==> src/c_escape_string_decoder_defines.svh <==
// ----------------------------------------------------------------------------
// c_escape_string_decoder_defines
// assertion macros shared by the escape decoder modules
// ----------------------------------------------------------------------------
`ifndef C_ESCAPE_STRING_DECODER_DEFINES_SVH
`define C_ESCAPE_STRING_DECODER_DEFINES_SVH

`ifndef NO_ASSERTIONS

// same-cycle implication, checked out of reset
`define CESD_ASSERT_IMPL(lbl, ante, cons) \
    lbl: assert property (@(posedge i_clk) disable iff (!i_rst_n) (ante) |-> (cons)) \
        else $error("cesd assertion failed");

// next-cycle implication, checked out of reset
`define CESD_ASSERT_NEXT(lbl, ante, cons) \
    lbl: assert property (@(posedge i_clk) disable iff (!i_rst_n) (ante) |=> (cons)) \
        else $error("cesd assertion failed");

`else

`define CESD_ASSERT_IMPL(lbl, ante, cons)
`define CESD_ASSERT_NEXT(lbl, ante, cons)

`endif

`endif

==> src/cesd_pkg.sv <==
// ----------------------------------------------------------------------------
// cesd_pkg
// types and character codes of the escape string decoder
// ----------------------------------------------------------------------------
`default_nettype none

package cesd_pkg;

    // decoder mode, one-hot
    typedef enum logic [5:0] {
        MODE_NORMAL = 6'b000001,
        MODE_ESC    = 6'b000010,
        MODE_OCT1   = 6'b000100,
        MODE_OCT2   = 6'b001000,
        MODE_HEX0   = 6'b010000,
        MODE_HEX1   = 6'b100000
    } t_mode;

    typedef struct packed {
        logic [7:0] data_byte;
        logic       byte_valid;
        logic       end_of_string;
        logic       last_in_run;
    } t_result;

    // up to two results from one character
    typedef struct packed {
        logic [1:0] count;
        t_result    slot0;
        t_result    slot1;
    } t_push;

    localparam logic [7:0] CH_NUL       = 8'h00;
    localparam logic [7:0] CH_BACKSLASH = 8'h5C;
    localparam logic [7:0] CH_ZERO      = 8'h30;
    localparam logic [7:0] CH_SEVEN     = 8'h37;
    localparam logic [7:0] CH_NINE      = 8'h39;
    localparam logic [7:0] CH_LC_A      = 8'h61;
    localparam logic [7:0] CH_LC_F      = 8'h66;
    localparam logic [7:0] CH_UC_A      = 8'h41;
    localparam logic [7:0] CH_UC_F      = 8'h46;
    localparam logic [7:0] CH_X         = 8'h78;
    localparam logic [7:0] CH_N         = 8'h6E;
    localparam logic [7:0] CH_R         = 8'h72;
    localparam logic [7:0] CH_B         = 8'h62;
    localparam logic [7:0] CH_T         = 8'h74;
    localparam logic [7:0] CH_F         = 8'h66;
    localparam logic [7:0] CH_V         = 8'h76;

    localparam logic [7:0] CODE_LF = 8'h0A;
    localparam logic [7:0] CODE_CR = 8'h0D;
    localparam logic [7:0] CODE_BS = 8'h08;
    localparam logic [7:0] CODE_HT = 8'h09;
    localparam logic [7:0] CODE_FF = 8'h0C;
    localparam logic [7:0] CODE_VT = 8'h0B;

endpackage

`default_nettype wire

==> src/c_escape_string_decoder.sv <==
// ----------------------------------------------------------------------------
// c_escape_string_decoder
// C string escape decoder, one character per beat in, decoded bytes out
// ----------------------------------------------------------------------------
// The decoder takes one character per cycle when not stalled and turns C escapes (\n \r \b
// \t \f \v, one to three octal digits, \x with up to two hex digits, and a
// backslash before any other character) into raw bytes. A zero character
// ends the string: a pending escape byte is flushed and an end marker beat
// follows. A character gives zero, one or two result beats; last_in_run
// marks the final beat of each character. Input beats are registered, then
// decoded combinationally into a four-entry result queue, so the first result
// beat of a character passes the input register and the queue before it is
// presented. Sustained rate is one character per cycle while the output
// drains one beat per cycle; the output side moves one beat per cycle, so
// characters that give two beats (an escape ended early, or a flush before
// the terminator) cost one extra output beat. The input stalls only while
// the held character waits for two free queue entries.
// ----------------------------------------------------------------------------
`default_nettype none

`include "c_escape_string_decoder_defines.svh"

module c_escape_string_decoder (
    input  wire logic       i_clk,
    input  wire logic       i_rst_n,
    // character beats
    input  wire logic       i_in_valid,
    output logic            o_in_stall,
    input  wire logic [7:0] i_char_in,
    // result beats
    output logic            o_out_valid,
    input  wire logic       i_out_stall,
    output logic [7:0]      o_data_byte,
    output logic            o_byte_valid,
    output logic            o_end_of_string,
    output logic            o_last_in_run
);

    // input register
    logic       r_in_valid, n_in_valid;
    logic [7:0] r_in_char;

    logic              room2;
    logic              advance;
    logic              in_take;
    cesd_pkg::t_push   push;
    cesd_pkg::t_result head;

    // held character moves on once the queue can take its worst case
    assign advance    = r_in_valid && room2;
    assign o_in_stall = r_in_valid && !room2;
    assign in_take    = i_in_valid && !o_in_stall;
    assign n_in_valid = in_take || (r_in_valid && !advance);

    always_ff @(posedge i_clk) begin
        if (!i_rst_n) begin
            r_in_valid <= 1'b0;
        end else begin
            r_in_valid <= n_in_valid;
        end
    end

    always_ff @(posedge i_clk) begin
        if (in_take) begin
            r_in_char <= i_char_in;
        end
    end

    // escape state and decode
    cesd_decode u_decode (
        .i_clk   (i_clk),
        .i_rst_n (i_rst_n),
        .i_fire  (advance),
        .i_char  (r_in_char),
        .o_push  (push)
    );

    // result queue feeding the output beats
    cesd_out_queue u_queue (
        .i_clk    (i_clk),
        .i_rst_n  (i_rst_n),
        .i_push   (push),
        .i_pop    (!i_out_stall),
        .o_valid  (o_out_valid),
        .o_result (head),
        .o_room2  (room2)
    );

    assign o_data_byte     = head.data_byte;
    assign o_byte_valid    = head.byte_valid;
    assign o_end_of_string = head.end_of_string;
    assign o_last_in_run   = head.last_in_run;

    // end marker carries no byte and closes its character
    `CESD_ASSERT_IMPL(a_eos_shape, o_out_valid && o_end_of_string,
        !o_byte_valid && o_last_in_run && (o_data_byte == 8'h00))
    // a held character never vanishes while stalled
    `CESD_ASSERT_NEXT(a_hold_stalled, o_in_stall, r_in_valid)

endmodule

`default_nettype wire

==> src/cesd_decode.sv <==
// ----------------------------------------------------------------------------
// cesd_decode
// escape state and per-character decode into up to two results
// ----------------------------------------------------------------------------
`default_nettype none

`include "c_escape_string_decoder_defines.svh"

module cesd_decode (
    input  wire logic           i_clk,
    input  wire logic           i_rst_n,
    input  wire logic           i_fire,
    input  wire logic [7:0]     i_char,
    output cesd_pkg::t_push     o_push
);

    cesd_pkg::t_mode r_mode, n_mode;
    logic [7:0]      r_pend, n_pend;

    logic       is_oct, is_hex;
    logic [3:0] hex_val;
    logic [7:0] esc_byte;
    logic       flush_en, main_en, main_bv, main_eos;
    logic [7:0] flush_byte, main_byte;
    logic [1:0] cnt;

    always_comb begin
        is_oct = i_char inside {[cesd_pkg::CH_ZERO:cesd_pkg::CH_SEVEN]};
        is_hex = 1'b1;
        if (i_char inside {[cesd_pkg::CH_ZERO:cesd_pkg::CH_NINE]}) begin
            hex_val = i_char[3:0];
        end else if (i_char inside {[cesd_pkg::CH_LC_A:cesd_pkg::CH_LC_F],
                                    [cesd_pkg::CH_UC_A:cesd_pkg::CH_UC_F]}) begin
            // low nibble of a..f / A..F is 1..6
            hex_val = i_char[3:0] + 4'd9;
        end else begin
            hex_val = 4'd0;
            is_hex  = 1'b0;
        end
    end

    always_comb begin
        case (i_char)
            cesd_pkg::CH_N: esc_byte = cesd_pkg::CODE_LF;
            cesd_pkg::CH_R: esc_byte = cesd_pkg::CODE_CR;
            cesd_pkg::CH_B: esc_byte = cesd_pkg::CODE_BS;
            cesd_pkg::CH_T: esc_byte = cesd_pkg::CODE_HT;
            cesd_pkg::CH_F: esc_byte = cesd_pkg::CODE_FF;
            cesd_pkg::CH_V: esc_byte = cesd_pkg::CODE_VT;
            default:        esc_byte = i_char;
        endcase
    end

    always_comb begin
        flush_en   = 1'b0;
        flush_byte = r_pend;
        main_en    = 1'b0;
        main_byte  = i_char;
        main_bv    = 1'b1;
        main_eos   = 1'b0;
        n_mode     = r_mode;
        n_pend     = r_pend;

        // plain character handling, also used after an early-ended escape
        if (i_char == cesd_pkg::CH_BACKSLASH) begin
            n_mode = cesd_pkg::MODE_ESC;
        end else begin
            main_en = 1'b1;
            n_mode  = cesd_pkg::MODE_NORMAL;
        end

        if (i_char == cesd_pkg::CH_NUL) begin
            flush_en  = (r_mode == cesd_pkg::MODE_OCT1) || (r_mode == cesd_pkg::MODE_OCT2) ||
                        (r_mode == cesd_pkg::MODE_HEX0) || (r_mode == cesd_pkg::MODE_HEX1);
            if (r_mode == cesd_pkg::MODE_HEX0) begin
                flush_byte = cesd_pkg::CH_X;
            end
            main_en   = 1'b1;
            main_byte = 8'h00;
            main_bv   = 1'b0;
            main_eos  = 1'b1;
            n_mode    = cesd_pkg::MODE_NORMAL;
        end else begin
            case (r_mode)
                cesd_pkg::MODE_ESC: begin
                    if (is_oct) begin
                        main_en = 1'b0;
                        n_pend  = {5'd0, i_char[2:0]};
                        n_mode  = cesd_pkg::MODE_OCT1;
                    end else if (i_char == cesd_pkg::CH_X) begin
                        main_en = 1'b0;
                        n_pend  = 8'h00;
                        n_mode  = cesd_pkg::MODE_HEX0;
                    end else begin
                        main_en   = 1'b1;
                        main_byte = esc_byte;
                        n_mode    = cesd_pkg::MODE_NORMAL;
                    end
                end
                cesd_pkg::MODE_OCT1: begin
                    if (is_oct) begin
                        main_en = 1'b0;
                        n_pend  = {r_pend[4:0], i_char[2:0]};
                        n_mode  = cesd_pkg::MODE_OCT2;
                    end else begin
                        flush_en = 1'b1;
                    end
                end
                cesd_pkg::MODE_OCT2: begin
                    if (is_oct) begin
                        // third digit, truncated to a byte
                        main_en   = 1'b1;
                        main_byte = {r_pend[4:0], i_char[2:0]};
                        n_mode    = cesd_pkg::MODE_NORMAL;
                    end else begin
                        flush_en = 1'b1;
                    end
                end
                cesd_pkg::MODE_HEX0: begin
                    if (is_hex) begin
                        main_en = 1'b0;
                        n_pend  = {4'd0, hex_val};
                        n_mode  = cesd_pkg::MODE_HEX1;
                    end else begin
                        flush_en   = 1'b1;
                        flush_byte = cesd_pkg::CH_X;
                    end
                end
                cesd_pkg::MODE_HEX1: begin
                    if (is_hex) begin
                        main_en   = 1'b1;
                        main_byte = {r_pend[3:0], hex_val};
                        n_mode    = cesd_pkg::MODE_NORMAL;
                    end else begin
                        flush_en = 1'b1;
                    end
                end
                default: begin
                end
            endcase
        end

        if (n_mode == cesd_pkg::MODE_NORMAL) begin
            n_pend = 8'h00;
        end
    end

    always_comb begin
        cnt = {1'b0, flush_en} + {1'b0, main_en};

        o_push.slot0.data_byte     = flush_en ? flush_byte : main_byte;
        o_push.slot0.byte_valid    = flush_en ? 1'b1 : main_bv;
        o_push.slot0.end_of_string = flush_en ? 1'b0 : main_eos;
        o_push.slot0.last_in_run   = (cnt == 2'd1);

        o_push.slot1.data_byte     = main_byte;
        o_push.slot1.byte_valid    = main_bv;
        o_push.slot1.end_of_string = main_eos;
        o_push.slot1.last_in_run   = 1'b1;

        o_push.count = i_fire ? cnt : 2'd0;
    end

    always_ff @(posedge i_clk) begin
        if (!i_rst_n) begin
            r_mode <= cesd_pkg::MODE_NORMAL;
            r_pend <= 8'h00;
        end else if (i_fire) begin
            r_mode <= n_mode;
            r_pend <= n_pend;
        end
    end

    // terminator always leaves the decoder clean
    `CESD_ASSERT_NEXT(a_eos_resets_state, i_fire && (i_char == cesd_pkg::CH_NUL),
        (r_mode == cesd_pkg::MODE_NORMAL) && (r_pend == 8'h00))
    // pending value only survives inside an escape
    `CESD_ASSERT_IMPL(a_pend_clear_normal, r_mode == cesd_pkg::MODE_NORMAL, r_pend == 8'h00)

endmodule

`default_nettype wire

==> src/cesd_out_queue.sv <==
// ----------------------------------------------------------------------------
// cesd_out_queue
// small result queue, takes up to two results and gives one per beat
// ----------------------------------------------------------------------------
`default_nettype none

`include "c_escape_string_decoder_defines.svh"

module cesd_out_queue (
    input  wire logic               i_clk,
    input  wire logic               i_rst_n,
    input  wire cesd_pkg::t_push    i_push,
    input  wire logic               i_pop,
    output logic                    o_valid,
    output cesd_pkg::t_result       o_result,
    output logic                    o_room2
);

    localparam int DEPTH = 4;
    localparam int PTR_W = $clog2(DEPTH);
    localparam int CNT_W = $clog2(DEPTH + 1);

    cesd_pkg::t_result r_entry [DEPTH];
    logic [PTR_W-1:0]  r_wr_ptr, r_rd_ptr;
    logic [CNT_W-1:0]  r_count;
    logic [PTR_W-1:0]  wr_ptr1;

    assign wr_ptr1  = r_wr_ptr + PTR_W'(1);
    assign o_valid  = (r_count != '0);
    assign o_result = r_entry[r_rd_ptr];
    assign o_room2  = (r_count <= CNT_W'(DEPTH - 2));

    always_ff @(posedge i_clk) begin
        if (i_push.count != 2'd0) begin
            r_entry[r_wr_ptr] <= i_push.slot0;
        end
        if (i_push.count == 2'd2) begin
            r_entry[wr_ptr1] <= i_push.slot1;
        end
    end

    always_ff @(posedge i_clk) begin
        if (!i_rst_n) begin
            r_wr_ptr <= '0;
            r_rd_ptr <= '0;
            r_count  <= '0;
        end else begin
            r_wr_ptr <= r_wr_ptr + PTR_W'(i_push.count);
            r_rd_ptr <= r_rd_ptr + PTR_W'(i_pop && o_valid);
            r_count  <= r_count + CNT_W'(i_push.count) - CNT_W'(i_pop && o_valid);
        end
    end

    `CESD_ASSERT_IMPL(a_no_overflow, i_push.count != 2'd0,
        r_count <= CNT_W'(DEPTH) - CNT_W'(i_push.count))
    `CESD_ASSERT_IMPL(a_count_bound, 1'b1, r_count <= CNT_W'(DEPTH))

endmodule

`default_nettype wire

==> config.mk <==
export PLATFORM = sky130hd
export DESIGN_NAME = c_escape_string_decoder
export DESIGN_NICKNAME = d
export VERILOG_FILES = /design/src/cesd_pkg.sv /design/src/c_escape_string_decoder.sv /design/src/cesd_decode.sv /design/src/cesd_out_queue.sv
export VERILOG_INCLUDE_DIRS = /design/src /design/src/src
export SDC_FILE = /design/constraint.sdc
export NUM_CORES = 1
export LEC_CHECK = 0
export ABC_AREA = 1
export BUFFER_PORTS_ARGS = -buffer_cell sky130_fd_sc_hd__buf_2
export CAP_MARGIN = 0
export CORE_MARGIN = 2
export CORE_UTILIZATION = 45
export DETAILED_ROUTE_END_ITERATION = 16
export PLACE_DENSITY = 0.62
export SYNTH_ARGS = -nofsm -noshare
export SYNTH_HDL_FRONTEND = slang
export SYNTH_SLANG_ARGS = --single-unit
==> constraint.sdc <==
create_clock -name i_clk -period 8.4 [get_ports i_clk]
set_input_delay 1.68 -clock i_clk [delete_from_list [all_inputs] [get_ports i_clk]]
set_output_delay 1.68 -clock i_clk [all_outputs]
set_load 0.01 [all_outputs]
### After elaboration in Yosys (flattened, before gate mapping)

Memories as Yosys holds them, arrays and structs flattened. A register that Yosys moved wholly into a read port is not among the register bits.
Index checks and enable logic that the tools add are counted.

| storage, ports and cells | value |
|---|---|
| register bits | 30 |
| bits in latches | 0 |
| RAM bits | 44 |
| bits in read-only memories | 0 |
| input bits | 12 |
| output and inout port bits | 13 |
| word-level logic and storage cells | 123 |
| memories kept | 1 |

Memories:

| memory | depth | width | read ports | clocked after Yosys merged registers in | wr ports | RTL line | text |
|---|---|---|---|---|---|---|---|
| u_queue.r_entry | 4 | 11 | 1 | 1 | 2 | cesd_out_queue.sv:23 | `cesd_pkg::t_result r_entry [DEPTH];` |

| operators by class | value |
|---|---|
| $add $sub $neg | 7 |
| multipliers | 0 |
| divide/modulo/power cells | 0 |
| $lt $le $gt $ge | 8 |
| equal/unequal tests | 20 |
| shifts and indexed selects | 0 |
| multiplexer cells | 55 |
| bitwise gates (word level) | 0 |
| reduce and logical (&&, ||, !) cells | 25 |

Operators with widths:

| cell | number |
|---|---|
| 2-to-1 mux 8 bit | 16 |
| equality test 8 x 7 -> 1 bit, second input constant | 8 |
| one-hot mux 8 bit (3 select lines) | 2 |
| one-hot mux 8 bit (6 select lines) | 1 |
| one-hot mux 6 bit (5 select lines) | 1 |
| 2-to-1 mux 1 bit | 21 |
| 2-to-1 mux 6 bit | 3 |
| greater-or-equal comparator 8 x 7 -> 1 bit, second input constant | 2 |
| <= comparator 8 x 6 -> 1 bit, second input constant | 2 |
| <= comparator 8 x 7 -> 1 bit, second input constant | 2 |
| 2-to-1 mux 4 bit | 3 |
| 2-to-1 mux 2 bit | 5 |
| logical AND 1 bit | 9 |
| greater-or-equal comparator 8 x 6 -> 1 bit, second input constant | 1 |
| logical NOT 8 bit | 1 |
| equality test 6 x 1 -> 1 bit, second input constant | 1 |
| equality test 6 x 2 -> 1 bit, second input constant | 1 |
| equality test 6 x 3 -> 1 bit, second input constant | 1 |
| equality test 6 x 4 -> 1 bit, second input constant | 1 |
| equality test 6 x 5 -> 1 bit, second input constant | 1 |
| equality test 6 bit, second input constant | 1 |
| != test 3 x 2 -> 1 bit, second input constant | 2 |
| AND reduction 6 bit | 1 |
| 2-to-1 mux 5 bit | 1 |
| other kinds (20) | 28 |

### Longest topological paths before layout

Gate-level depths: netlist of the first run.

| logic depth | value |
|---|---|
| depth in word-level cells | 13 |
| mapped depth | 20 |
| gate-level depth less buffers | 20 |

### Modules after synthesis

A second synthesis of the first run with hierarchy kept.

| unflattened totals | value |
|---|---|
| cell total of the unflattened synthesis | 631 |
| area total of the unflattened synthesis | 5001.0 µm² |

Modules (own cells, without submodules):

| module | times used | cells an instance | area each (µm²) | sequential area each (µm²) |
|---|---|---|---|---|
| cesd_out_queue | 1 | 271 | 2700.1 | 1461.4 |
| cesd_decode | 1 | 341 | 1996.9 | 280.3 |
| c_escape_string_decoder | 1 | 19 | 304.0 | 260.2 |

### Worst setup path after synthesis of the first run

Ideal clock, no wire load.

| timing path | value |
|---|---|
| path type | flip-flop to flip-flop |
| start | register r_in_char[0] |
| end | memory u_queue.r_entry[0][2] in the netlist's numbering, data pin |
| setup time | 0.255 ns |
| arrival | 3.094 ns |
| required time | 8.145 ns |
| slack | 5.051 ns |
| stages on the path, launching flop included | 20 |
| path buffers | 0 |
| clock period less this slack | 3.349 ns |
| cells stage by stage | edfxtp_1 > clkinv_1 > ha_1 > a21oi_1 > o21ai_1 > nand2_1 > nand3_4 > nor2_4 > inv_2 > o21ai_2 > nor2_4 > inv_1 > ha_1 > inv_1 > nor2_2 > nor2_2 > nor2_2 > inv_1 > nand2_1 > and3_1 |

RTL lines:

| element | RTL line | text |
|---|---|---|
| start: declaration | c_escape_string_decoder.sv:41 | `logic [7:0] r_in_char;` |
| start signal: assignment | c_escape_string_decoder.sv:65 | `r_in_char <= i_char_in;` |
| end: declaration | cesd_out_queue.sv:23 |  |

==> results.txt, run 1 <==
* Pwr/cell area: 225 nW/µm²
- Yosys warning total: 0
* Count of clock tree sinks: 74
* Site Rows: 36
- Fill cells in the final layout number 996.
- Of the cells placed in the final design, the portion with a size suffix greater than 1 is 0.127.
- Count of nets after finishing: 657
- Core area: 9820 µm²
* Period utilisation layout: 0.499
* Vertical extent of the die: 105 µm
* Power after layout: 1.12 mW
- Worst path cell trace: clkinv_1 > ha_1 > a21oi_1 > o21ai_1 > nand2_1 > nand3_4 > nor2_4 > inv_2 > o21ai_2 > nor2_4 > inv_1 > ha_1 > inv_1 > nor2_2 > nor2_2 > nor2_2 > inv_1 > nand2_1 > and3_1
- Unique cell type count in the Yosys netlist: 43
* Post-synthesis to final-layout area growth: 9.43%
- Each instance of the synthesized netlist takes up on average 7.52 µm².
- The number of slew-limit violations in the final report came to 0.
- The worst setup path is launched from a register.
- In the final routed layout, each cell accounts on average for 17.0 µm.
- Port buffering added 24 buffers.
* Clock-pin slew reported for the worst setup and hold paths after clock tree synthesis: 0.09 ns
* Clock buffers created by TritonCTS: 9
* Total wirelength of the detailed-routed design: 13.1 mm
- In this run, synthesis inferred 48 flip-flops with an integrated enable.
- Commonest cells in the netlist: sky130_fd_sc_hd__nand2_1 (161), sky130_fd_sc_hd__inv_1 (61), sky130_fd_sc_hd__nand3_1 (60)
* Number of DRC violations after detailed-routing iteration 0: 344
* Worst Hold Class: reg2reg
- The detail route stage leaves a number of antenna-violating nets equal to 0.
- For this design the static power due to leakage is 2.22 nW.
- Detailed-routing wirelength on met1: 5.30 mm
- Register bit count reported by yosys: 74
* Cell types with the largest area share after synthesis: sky130_fd_sc_hd__edfxtp_1 (32%), sky130_fd_sc_hd__nand2_1 (13%), sky130_fd_sc_hd__dfxtp_1 (11%)
- At the pin with the least slew margin, the transition time is 0.880 ns.
* Aggregate global-route resource usage: 0.244
- Global routing finished with a remaining overflow of 0.
* Post-DP HPWL: 10.1 mm
- Critical path fanouts, max: 12
- Dividing the detail-routed via count by the number of cells gives 5.55.
* Biggest area consumer among synthesized cells: sky130_fd_sc_hd__edfxtp_1
- The pre-antenna-repair detailed-routing pass consisted of 8 iterations.
- The startpoint identified for the worst hold timing path is u_decode.r_mode[1].
* Global-route wire length before repair: 20.7 mm
- The final-report hold violation count is 0.
- Cells after synthesis: 607
- IO Pins: 25
* Leading cell type by number of instances after synthesis: sky130_fd_sc_hd__nand2_1
* Seq. cell area: 1960 µm²
* CTS tree: done
- Count of cells along the worst hold path: 2
- Maximum number of pins on one net before global-route repair: 25
- Reg-to-reg critical path startpoint: r_in_char[0]
- The worst setup path is captured at a register.
- Met3 wire length: 950 µm
- In this run the critical register-to-register path is captured at u_queue.r_entry[1][2].
- After detailed routing, the number of remaining DRC violations is 0.
* Source-to-sink clock delay at the later pin of the worst-skew pair: 0.36 ns
- Clock Path Buffers: 2
- H-Tree Depth: 3
* Portion of synthesized cell area occupied by the leading cell type: 0.316
- Derived from the worst setup path, the maximum achievable clock frequency is 239 MHz.
* Hold path endpoint: u_decode.r_mode[1]
- Met2 WL post-DR: 6.54 mm
- After routing the design area is 4990 µm².
- The tool flagged a number of max-cap violations equal to 0.
- Layout Skew: 0.0129 ns
- The slowest stage of the critical path is the sky130_fd_sc_hd__edfxtp_1 cell.
* Origin of the worst setup path: r_in_char[0]
- Measured along the x axis, the die boundary spans 105 µm.
- Max-slew headroom: 0.411
* Total inserted antenna cells: 0
- In this run the cell area of the synthesized design comes to 4560 µm².
- Vias in the first global route: 4,039
- Crit Path Category: reg2reg
* Final weighted congestion of routability-driven global placement: 0.944
- STA puts the critical path data required time at 8.51 ns.
* Data arrival time of the critical path: 4.30 ns
- Area after detailed placement: 4810 µm²
* Post-cts hold buffer count: 0
- Area of the multi-input gates: 2260 µm²
- The flow ran to the end, and the final reports show no timing, DRC or antenna violations.
* Cell at the root of the clock tree: sky130_fd_sc_hd__clkbuf_8
- Setup repair after global routing missed its margin: false
* Initial core utilization: 0.465
- Share of the yosys chip area belonging to registers: 0.430
- Setup-violating endpoint count in the final report: 0
- Highest metal used: met4
- Synth async-reset ratio: 0
- Post-CTS repair changed the size of 0 cells.
- The worst-case IR drop observed on VDD is 0.113 mV.
- R2R Setup Slk: 4.21 ns
- Crit path time final: 4.19 ns
- For the worst flop-to-flop path, the logic depth is 19.
* Floorplan die area: 11,000 µm²
- The number of nets in the synthesized netlist is 631.
* Vias after detailed routing: 4,280
- Summed negative setup slack over all endpoints: 0 ns
- Worst stage delay on the critical path: 0.42 ns
* Antenna violations before repair: 0
- Most common flop cell mapped by yosys: sky130_fd_sc_hd__edfxtp_1
- Setup Fix Bufs, Post-CTS: 0
layout make-up:
class / count / area share
multi-input cells: 447 / 0.453
flip-flops and latches: 74 / 0.393
inverters: 75 / 0.0569
well taps: 133 / 0.0333
repair buffers: 26 / 0.0271
clock buffers: 9 / 0.0248
clock inverters: 7 / 0.0120
flip-flops by register name (all words and copies together), names as in the netlist:
register and count:
u_queue.r_entry 44, r_in_char 8, u_decode.r_pend 8, u_decode.r_mode 6, u_queue.r_count 3, u_queue.r_rd_ptr 2
u_queue.r_wr_ptr 2, r_in_valid 1
worst max-delay path: cells and delay by family, from the launching register on:
kind / cells / cell delay [ns]
AOI/OAI and AO/OA: 3 / 0.37
adders and majority gates: 2 / 0.58
buffers and inverters: 5 / 0.84
DFF: 1 / 0.42
and+or+nand+nor: 9 / 1.72
worst max path at each step:
stage	to	slack [ns]	depth (start not counted)
2_1_floorplan	u_queue.r_entry[0][2]	5.05	19
3_3_place_gp	u_queue.r_entry[0][2]	4.48	19
5_1_grt	u_queue.r_entry[0][2]	3.88	19
3_5_place_dp	u_queue.r_entry[1][2]	4.24	19
6_report	u_queue.r_entry[1][2]	4.21	19
4_1_cts	u_queue.r_entry[1][2]	4.22	19
cell usage in the layout, fill, tap and decap left out, types with 11 or more instances in the layout:
cell type / Yosys / routed
sky130_fd_sc_hd__a21oi_1: 24 / 24
sky130_fd_sc_hd__buf_2: 2 / 24
sky130_fd_sc_hd__dfxtp_1: 26 / 26
sky130_fd_sc_hd__edfxtp_1: 48 / 48
sky130_fd_sc_hd__ha_1: 11 / 11
sky130_fd_sc_hd__inv_1: 61 / 61
sky130_fd_sc_hd__inv_2: 11 / 11
sky130_fd_sc_hd__nand2_1: 161 / 161
sky130_fd_sc_hd__nand3_1: 60 / 60
sky130_fd_sc_hd__nor2_1: 50 / 50
sky130_fd_sc_hd__nor2_2: 14 / 14
sky130_fd_sc_hd__o21ai_0: 56 / 56
sky130_fd_sc_hd__o22ai_1: 12 / 12
metrics by stage:
stage / hold slack, ns / cells / util / setup slack (ns)
finish: 0.494 / 771 / 0.509 / 4.21
global route: 0.514 / 771 / 0.509 / 3.88
CTS: 0.491 / 771 / 0.509 / 4.22
detailed placement: 0.466 / 755 / 0.490 / 4.24
global placement: 0.463 / 755 / 0.490 / 4.48
floorplan: 0.441 / 607 / - / 5.05
report_power, final:
group | total, mW | leakage [nW] | internal (mW) | switching (mW)
clock network | 0.261 | 0.0844 | 0.112 | 0.150
logic | 0.389 | 1.42 | 0.124 | 0.265
registers | 0.474 | 0.712 | 0.439 | 0.0353
cells by family after synthesis:
group           share of synthesized area
compound gates                      0.135
fa+ha+maj                          0.0345
xor+xnor                          0.00576
buf+inv                            0.0743
flops                               0.430
simple gates                        0.321
metal layers:
metal,global-route usage,up-vias
met2,0.433,204
met1,0.305,1948
met3,0.0349,31
li1,-,2097
met5,0,-
met4,0.0810,0
(Power assumes the default switching activity.)
==> inputs of run 2 (changes only) <==
ABC_AREA = 0   (was 1)
PLACE_DENSITY = 0.64   (was 0.62)
clock period = 3.4 ns   (was 8.4 ns; I/O delays follow)
==> run 2 against run 1 <==
Sequential power up 140%. Utilization up 2.9 points. Design area increased by 4.7%. Combinational power rose by 50%. Cell count shrank 20%. Non-clock buffer count grew 39. Routed wire length fell by 17%. Critical path type unchanged.
==> results.txt, run 2 <==
- Yosys warning total: 0
* Pwr/cell area: 468 nW/µm²
- Of the total power, the share spent switching nets is 0.312.
- Setup repair after global routing missed its margin: true
- In this run the vertical extent of the chip is 104 µm.
* Post-DP HPWL: 8.27 mm
* Count of nets after finishing: 499
* Global-route wire length before repair: 17.8 mm
- For this block, the initial DRC count from the detailed router was 246.
* Area after detailed placement: 4920 µm²
- Portion of synthesized cell area occupied by the leading cell type: 0.322
- Among all stages on the critical path, the largest delay is contributed by sky130_fd_sc_hd__edfxtp_1.
* Leakage dissipation: 1.81 nW
* Antenna violations before repair: 0
* Residual overflow from global routing: 0
* Biggest area consumer among synthesized cells: sky130_fd_sc_hd__edfxtp_1
- Transition time at the pin with the least slew margin: 0.760 ns
- The share of total power dissipated in the clock network is 0.300.
* Commonest cells after routing, fill and taps aside: sky130_fd_sc_hd__edfxtp_1 (48), sky130_fd_sc_hd__buf_4 (41), sky130_fd_sc_hd__nor2_1 (33), sky130_fd_sc_hd__o22ai_1 (30), sky130_fd_sc_hd__dfxtp_1 (26)
* Site Rows: 36
- Status: completed
- Most common flop cell mapped by yosys: sky130_fd_sc_hd__edfxtp_1
* Register ranked first by flip-flop count: u_queue.r_entry
* Synth async-reset ratio: 0
- Maximum number of pins on one net before global-route repair: 21
* Cells after synthesis: 423
- Switching power: 0.763 mW
- The share of the Yosys chip area taken by registers is 0.438.
* Vias in the first global route: 3,481
* Period utilisation layout: 0.953
- The number of clock buffers added by TritonCTS is 9.
- Clock-pin slew was measured on the worst setup and hold paths at 0.09 ns.
- For this design the top-level I/O count stands at 25.
- The design draws 2.45 mW.
- The final-report hold violation count is 0.
- The cell sitting at the root of the clock tree is a sky130_fd_sc_hd__clkbuf_8.
- Largest regs: u_queue.r_entry (44), r_in_char (8), u_decode.r_pend (8)
* Final weighted congestion of routability-driven global placement: 0.922
* Total wirelength of the detailed-routed design: 10.9 mm
* Drt wl/cell: 17.8 µm
* H-Tree Depth: 3
- Walking the worst path, the cells encountered are inv_2 > ha_1 > nor3b_2 > nor4_4 > a211oi_2 > nor3_1 > a21o_1 > nand2_2 > ha_4 > inv_2 > nand3_1 > or2_2 > o21ai_4.
- Core area: 9730 µm²
- Layout cells sized above 1: 0.285
- Crit path time final: 3.24 ns
- The number of different library cells used by synthesis comes to 74.
* Layout Skew: 0.0125 ns
* Vias after detailed routing: 3,571
* Buffers added on ports: 24
- Leading cell type by number of instances after synthesis: sky130_fd_sc_hd__edfxtp_1
- For this design, the sink count on the clock tree is 74.
* Post-synthesis to final-layout area growth: 16.7%
- Critical path required time: 3.43 ns
- CTS tree: done
- Post-route insts no fill: 613
- Commonest cells in the netlist: sky130_fd_sc_hd__edfxtp_1 (48), sky130_fd_sc_hd__nor2_1 (36), sky130_fd_sc_hd__o22ai_1 (30)
- Hold slack: 0.471 ns
- When the netlist entered floorplanning its net count stood at 447.
- CP most frequent cell: sky130_fd_sc_hd__inv_2
- Flip-flop count of the largest register after layout: 44
- Setup-violating endpoint count in the final report: 0
* Crit Path Category: reg2reg
- DP Cell Count: 592
- Post-Syn Area per Cell: 10.6 µm²
* Critical path startpoint category: register
* Summed instance area of the synthesized netlist: 4480 µm²
- Clock Path Buffers: 2
- Via/cell ratio: 5.83
- Total inserted antenna cells: 0
* Cell types with the largest area share after synthesis: sky130_fd_sc_hd__edfxtp_1 (32%), sky130_fd_sc_hd__dfxtp_1 (12%), sky130_fd_sc_hd__mux4_2 (5.5%)
- Worst Hold Class: in2reg
- Critical path fanouts, max: 10
- Max-slew headroom: 0.492
- The die covers 10,800 µm².
- For this run, the share of the core covered by cells in the final layout is 0.538.
- For this configuration, the core starts out at a cell density of 0.461.
* Number of routed nets with antenna violations: 0
* Post-cts hold buffer count: 0
* Data arrival time of the critical path: 3.27 ns
* Proportion of power drawn by combinational gates: 0.239
- Peak clock frequency supported by timing: 309 MHz
- The largest single stage delay on the critical path is 0.41 ns.
* Register bit count reported by yosys: 74
- Most common cell after layout, fill and taps aside: sky130_fd_sc_hd__edfxtp_1
- Max Cap Viol: 0
- The clock reaches the later pin of the worst-skew pair after 0.37 ns.
- The finished cells cover 5230 µm².
- In the global route stage, overall resource usage came out at 0.210.
- Cell Int Power: 1.69 mW
* Number of detailed-routing iterations run before antenna repair: 5
- Number of synthesized flops with an enable pin: 48
- Of the total power, registers draw 0.461.
- Type of element capturing the critical path: register
- Final number of max-transition violations: 0
- Worst voltage drop across the vdd grid: 0.181 mV
- Die outline width: 104 µm
* Residual DRC: 0
run 2: cell type report:
type                    instances  area, µm²
fillers                       884       4500
repair buffers                 65        428
multi-input cells             315       2400
well taps                     133        166
clock inverters                 7       82.6
clock buffers                   9        124
flip-flops and latches         74       1960
inverters                      10       63.8
run 2: kinds of logic after synthesis:
logic type      after synthesis  synth area share
fa+ha+maj                    12            0.0352
mux                          13            0.0598
compound gates              125             0.203
xor+xnor                     13            0.0254
simple gates                152             0.195
flops                        74             0.438
buf+inv                      34            0.0438
run 2: worst paths after layout:
path                                          from                     to  slack, ns  cells past startpoint
worst max register to register        r_in_char[0]  u_queue.r_entry[2][3]       0.16                     13
worst min register to register  u_decode.r_pend[5]     u_decode.r_pend[5]       0.48                      1
worst min-delay path                  i_char_in[0]           r_in_char[0]       0.47                      1
worst max-delay path                  r_in_char[0]  u_queue.r_entry[2][3]       0.16                     13
run 2: power by group through the flow:
stage	sequential, mW	combinational [mW]	clock, mW
after floorplan	1.09	0.445	0
after global placement	1.15	0.547	0
after detailed placement	1.15	0.558	0
after CTS	1.13	0.561	0.749
after global routing	1.14	0.648	0.787
final	1.13	0.585	0.736
run 2: per-layer routing:
metal,part of all wire,GRT usage
met5,0,0
met4,0.025,0.0917
met3,0.050,0.0378
met2,0.48,0.338
met1,0.44,0.280
run 2: worst max-delay path, delay by kind of cell (launching register included):
family / cells / cell delay [ns]
flip-flops: 1 / 0.41
AND/OR/NAND/NOR: 6 / 1.34
AO/OA/AOI/OAI: 3 / 0.50
adder cells (fa/ha/maj): 2 / 0.47
buffers and inverters: 2 / 0.15
run 2: per-stage QoR:
step / setup slack, ns / setup TNS (ns)
final: 0.159 / 0
after floorplan: -0.131 / -1.08
after detailed placement: 0.0286 / 0
after global routing: -0.0606 / -0.984
after global placement: 0.0941 / 0
after CTS: -0.00394 / -0.00394
run 2: what timing repair did:
item / 4_1_cts / 5_1_grt
gates resized for setup: 2 / 14
pin swaps: 0 / 2
endpoints found under the setup margin: 11 / 77
setup buffers: 0 / 5
